===== src/rtl/core/pgoc_ram.sv =====
// Generic single-write, single-read RAM with registered read.
`timescale 1ns / 1ps
module pgoc_ram #(
    parameter int WIDTH = 8,
    parameter int DEPTH = 256,
    localparam int AW   = $clog2(DEPTH)
) (
    input  logic             aclk,
    input  logic             we,
    input  logic [AW-1:0]    waddr,
    input  logic [WIDTH-1:0] wdata,
    input  logic             re,
    input  logic [AW-1:0]    raddr,
    output logic [WIDTH-1:0] rdata
);

    logic [WIDTH-1:0] mem [DEPTH];

    always_ff @(posedge aclk) begin
        if (we) begin
            mem[waddr] <= wdata;
        end
        if (re) begin
            rdata <= mem[raddr];
        end
    end

endmodule


===== config.mk =====
export PLATFORM = sky130hd
export DESIGN_NAME = pgoc_ram
export DESIGN_NICKNAME = d
export VERILOG_FILES = /design/src/rtl/core/pgoc_ram.sv
export SDC_FILE = /design/constraint.sdc
export NUM_CORES = 2
export LEC_CHECK = 0
export BUFFER_PORTS_ARGS = -buffer_cell sky130_fd_sc_hd__buf_4
export CAP_MARGIN = 10
export CORE_MARGIN = 2
export CORE_UTILIZATION = 40
export CTS_CLUSTER_SIZE = 30
export DETAILED_ROUTE_END_ITERATION = 6
export GPL_ROUTABILITY_DRIVEN = 0
export GPL_TIMING_DRIVEN = 0
export HOLD_SLACK_MARGIN = 0.15
export MAX_ROUTING_LAYER = met4
export SETUP_SLACK_MARGIN = 0.05
export SLEW_MARGIN = 20
export SYNTH_ARGS = -nofsm -noshare
export SYNTH_HDL_FRONTEND = slang
export SYNTH_SLANG_ARGS = --single-unit

===== constraint.sdc =====
create_clock -name aclk -period 4.4 [get_ports aclk]
set_input_delay 0.22 -clock aclk [delete_from_list [all_inputs] [get_ports aclk]]
set_output_delay 0.22 -clock aclk [all_outputs]
set_load 0.01 [all_outputs]

==> PnR_summary.wiki <==
{| class="wikitable"
! Metric !! Value
|-
| Maximum resistive drop on vdd || 0.448 mV
|-
| Largest fanout of any net on the critical path || 10
|-
| Post-cts hold buffer count || 9
|-
| Floorplan die height || between 400 and 500 µm
|-
| Routed vias || 41500
|-
| Post-DP HPWL || 165000 µm
|-
| Area grow syn2layout || 14.5%
|-
| Relative slew slack || between 10% and 20%
|-
| RSZ-0062 raised after global routing || no
|-
| Slowest stage delay, CP || 0.86 ns
|-
| Arrival time of data at the critical path endpoint || 4.62 ns
|-
| Number of enable-type register cells in the synthesized netlist || 2056
|-
| Residual overflow from global routing || 0
|-
| Reg-to-Reg Start || mem[83][5]
|-
| Die ar. || 203000 µm²
|-
| Chip Width || 450 µm
|-
| Number of different library cells in the post-synthesis netlist || 54
|-
| Number of global-route vias before repair || 40600
|-
| Total clock buffers created by CTS || 208
|-
| Post-layout net count || 4043
|-
| Clock-pin slew of the registers on the worst-case setup and hold paths || 0.06 ns
|-
| Sort of element at the start of the critical path || input pin
|-
| Max Clock Skew || 0.0883 ns
|-
| Final setup fails || 0
|-
| Gate Count Post-Synth || ~3700
|-
| Iteration count of the initial detailed-routing pass || 7
|-
| Share of final-layout standard cells stronger than drive strength 1 || 23.8%
|-
| Initial Util || around two fifths
|-
| Buffers inserted during post-CTS setup optimization || 0
|-
| Hold Violations, Final || 0
|-
| Number of warnings printed during yosys synthesis || 0
|-
| Count of final max-slew check failures || 0
|-
| Setup_tns || 0 ns
|-
| CORE AREA || 198000 µm²
|-
| Number of top-level pins || 35
|-
| Number of filler instances in the final layout || 16400
|-
| Worst Reg-to-Reg Cells || 6
|-
| Worst path slowest cell || sky130_fd_sc_hd__nor4_2
|-
| Max capacitance violation total || 0
|-
| Clock tree from TritonCTS || built
|-
| Type of the setup path with the least slack || input pin to flip-flop
|-
| Via density || roughly 6.1
|-
| Average instance area after synthesis || 21.3 µm²
|-
| Final critical-path share of the clock period || 93.4%
|-
| Wire length of the first global-routing pass || 330000 µm
|-
| Syn nets || 3760
|-
| Buffers and inverters on the worst path || 4
|-
| Final wirelength || around 240000 µm
|-
| Endpoint kind of the worst setup timing path || flip-flop
|-
| Number of storage elements in the synthesis netlist || 2056
|-
| Number of antenna violations at the first check in global routing || 23
|-
| Level count of the clock H-tree || 4
|-
| Cell Area, Synth || 79600 µm²
|-
| Library cell used as clock root buffer || sky130_fd_sc_hd__clkbuf_16
|-
| Overall track demand over capacity in global routing || 24.4%
|-
| Leading area contributor after synthesis || sky130_fd_sc_hd__edfxtp_1
|-
| Count of instances resized after the clock tree is built || 0
|-
| Top post-synthesis cells by area || sky130_fd_sc_hd__edfxtp_1 78%, sky130_fd_sc_hd__mux4_2 13%, sky130_fd_sc_hd__mux2i_1 1.7%, sky130_fd_sc_hd__nor2_1 1.3%, sky130_fd_sc_hd__a22oi_1 1.3%
|-
| Number of design-rule violations left by the first detailed-router iteration || 6534
|-
| CP most frequent cell || sky130_fd_sc_hd__clkbuf_1
|-
| Worst Hold Endpoint || mem[70][6]
|-
| Slew of the pin with the lowest slew margin || 1.35 ns
|-
| Floorplan row count || 163
|-
| Leakage power || approximately 28 nW
|-
| Most used standard cells in the synthesized netlist || 2056 x sky130_fd_sc_hd__edfxtp_1, 454 x sky130_fd_sc_hd__mux4_2, 282 x sky130_fd_sc_hd__nor2_1
|-
| Clock sink total || slightly above 2000
|-
| Leading cell type by number of instances after synthesis || sky130_fd_sc_hd__edfxtp_1
|-
| Failing checks || design-rule violations
|-
| Pin count of the biggest net entering global routing || ~130
|-
| Reg-to-reg slack, setup || 0.90 ns
|-
| Proportion of synthesized chip area in sequential cells || 77.5%
|-
| Antenna violation net count after detailed routing || 0
|-
| Final cell utilization of the core || 46.1%
|-
| Max Freq || approximately 240 MHz
|-
| Proportion of netlist area held by the largest area contributor || 77.5%
|-
| Tmin final || 4.11 ns
|-
| Required time at the worst-slack endpoint || 4.91 ns
|-
| Hold Crit Depth || 2
|-
| Result of the run || finished, violations left
|-
| Worst-skew pair later-pin latency || 0.86 ns
|-
| Start point of the worst min-delay path || wdata[6]
|-
| Crit-path cells || buf_4, buf_2, nor2b_1, clkbuf_1, clkbuf_1, a22oi_1, a21oi_1, nor4_1, nor4_2
|-
| Worst reg2reg path endpoint || rdata[5]
|-
| WL/cell || about 35 µm
|-
| Number of input and output port buffers inserted || 27
|-
| Cell class contributing the biggest share of worst-path delay || buffers and inverters
|-
| Path type of the worst min-delay path || input pin to flip-flop
|-
| Async set-or-reset flop fraction in the synthesized netlist || 0%
|-
| # DRC || 6
|-
| Clock Path Buffers || 3
|-
| Total power divided by cell area || 457 nW/µm²
|-
| Most used DFF post-synth || sky130_fd_sc_hd__edfxtp_1
|}
placed cells by master, fill, tap and decap left out, types with 22 or more instances in the layout:
cell type and instances:
sky130_fd_sc_hd__nand2_1 33, sky130_fd_sc_hd__clkbuf_16 208, sky130_fd_sc_hd__edfxtp_1 2056, sky130_fd_sc_hd__o22ai_1 28, sky130_fd_sc_hd__buf_4 47, sky130_fd_sc_hd__mux4_2 454
sky130_fd_sc_hd__nor2_1 270, sky130_fd_sc_hd__nor2b_1 31, sky130_fd_sc_hd__mux2i_1 134, sky130_fd_sc_hd__nand3_1 34, sky130_fd_sc_hd__a21oi_1 96, sky130_fd_sc_hd__clkinv_2 53
sky130_fd_sc_hd__o221ai_1 46, sky130_fd_sc_hd__buf_2 41, sky130_fd_sc_hd__clkbuf_1 119, sky130_fd_sc_hd__a22oi_1 133, sky130_fd_sc_hd__clkinv_1 49, sky130_fd_sc_hd__buf_16 30
sky130_fd_sc_hd__nor3_1 22, sky130_fd_sc_hd__clkbuf_2 33
where the power goes:
part	total, mW	switching, mW	internal, mW
Combinational	2.36	1.63	0.737
Sequential	21.6	0.0179	21.6
Clock	17.7	7.72	9.99
Total	41.7	9.37	32.3
per-stage QoR:
| stage | worst slack (ns) | cell area, µm² | std cells | power (mW) | hold slack (ns) |
|---|---|---|---|---|---|
| 6_report | 0.289 | 91200 | 6848 | 41.7 | 0.196 |
| 5_1_grt | 0.336 | 91200 | 6840 | 42.6 | 0.176 |
| 4_1_cts | 0.405 | 91100 | 6835 | 41.8 | 0.170 |
| 3_5_place_dp | -0.478 | 84200 | 6434 | 24.3 | 0.418 |
| 3_3_place_gp | -1.38 | 83100 | 6400 | 24.3 | 0.587 |
| 2_1_floorplan | 2.10 | 79600 | 3733 | 23.1 | 0.319 |
worst register-to-register path, delay by kind of cell (launching register included):
kind,cells,cell delay [ns]
compound gates,3,1.55
simple gates,2,0.82
mux,1,0.49
flops,1,0.35
cell type report:
class	count	area [µm²]	share of cell area [%]
tap	2640	3300	3.62
inverter	2	7.51	0.00823
clock buffer	249	5360	5.88
clock inverter	143	1460	1.60
sequential	2056	61700	67.7
buffer	233	1500	1.65
multi-input combinational	1442	16500	18.1
antenna	10	25.0	0.0274
timing repair buffer	73	1250	1.37
sequential cells by signal (all words and copies together) (netlist names):
signal / cells
mem: 2048
rdata: 8
cell families (layout without fill, tap and decap cells):
family | Yosys count | count (layout) | share of synthesized area (%)
buf+inv | 235 | 700 | 1.83
compound gates | 385 | 385 | 3.42
simple gates | 466 | 466 | 2.63
mux | 591 | 591 | 14.6
other cells | 0 | 10 | 0
flops | 2056 | 2056 | 77.5
how the worst max path moves through the flow:
stage | start | end | slack [ns] | cells past startpoint
after global placement | raddr[4] | rdata[4] | -1.38 | 9
final | raddr[2] | rdata[6] | 0.29 | 9
after detailed placement | raddr[2] | rdata[6] | -0.48 | 9
after global routing | raddr[2] | rdata[6] | 0.34 | 9
after floorplan | raddr[0] | rdata[2] | 2.10 | 9
after CTS | raddr[2] | rdata[6] | 0.40 | 9
routing by layer:
metal  GRT usage [%]  up-vias  part of all wire (%)
met5               -        -                     0
met4            10.3        0                   4.9
met3            5.66      477                    11
met2            36.5     2625                    46
met1            32.1    22100                    38
li1                -    16300                     -
No activity file was read; power rests on OpenSTA's default activity.
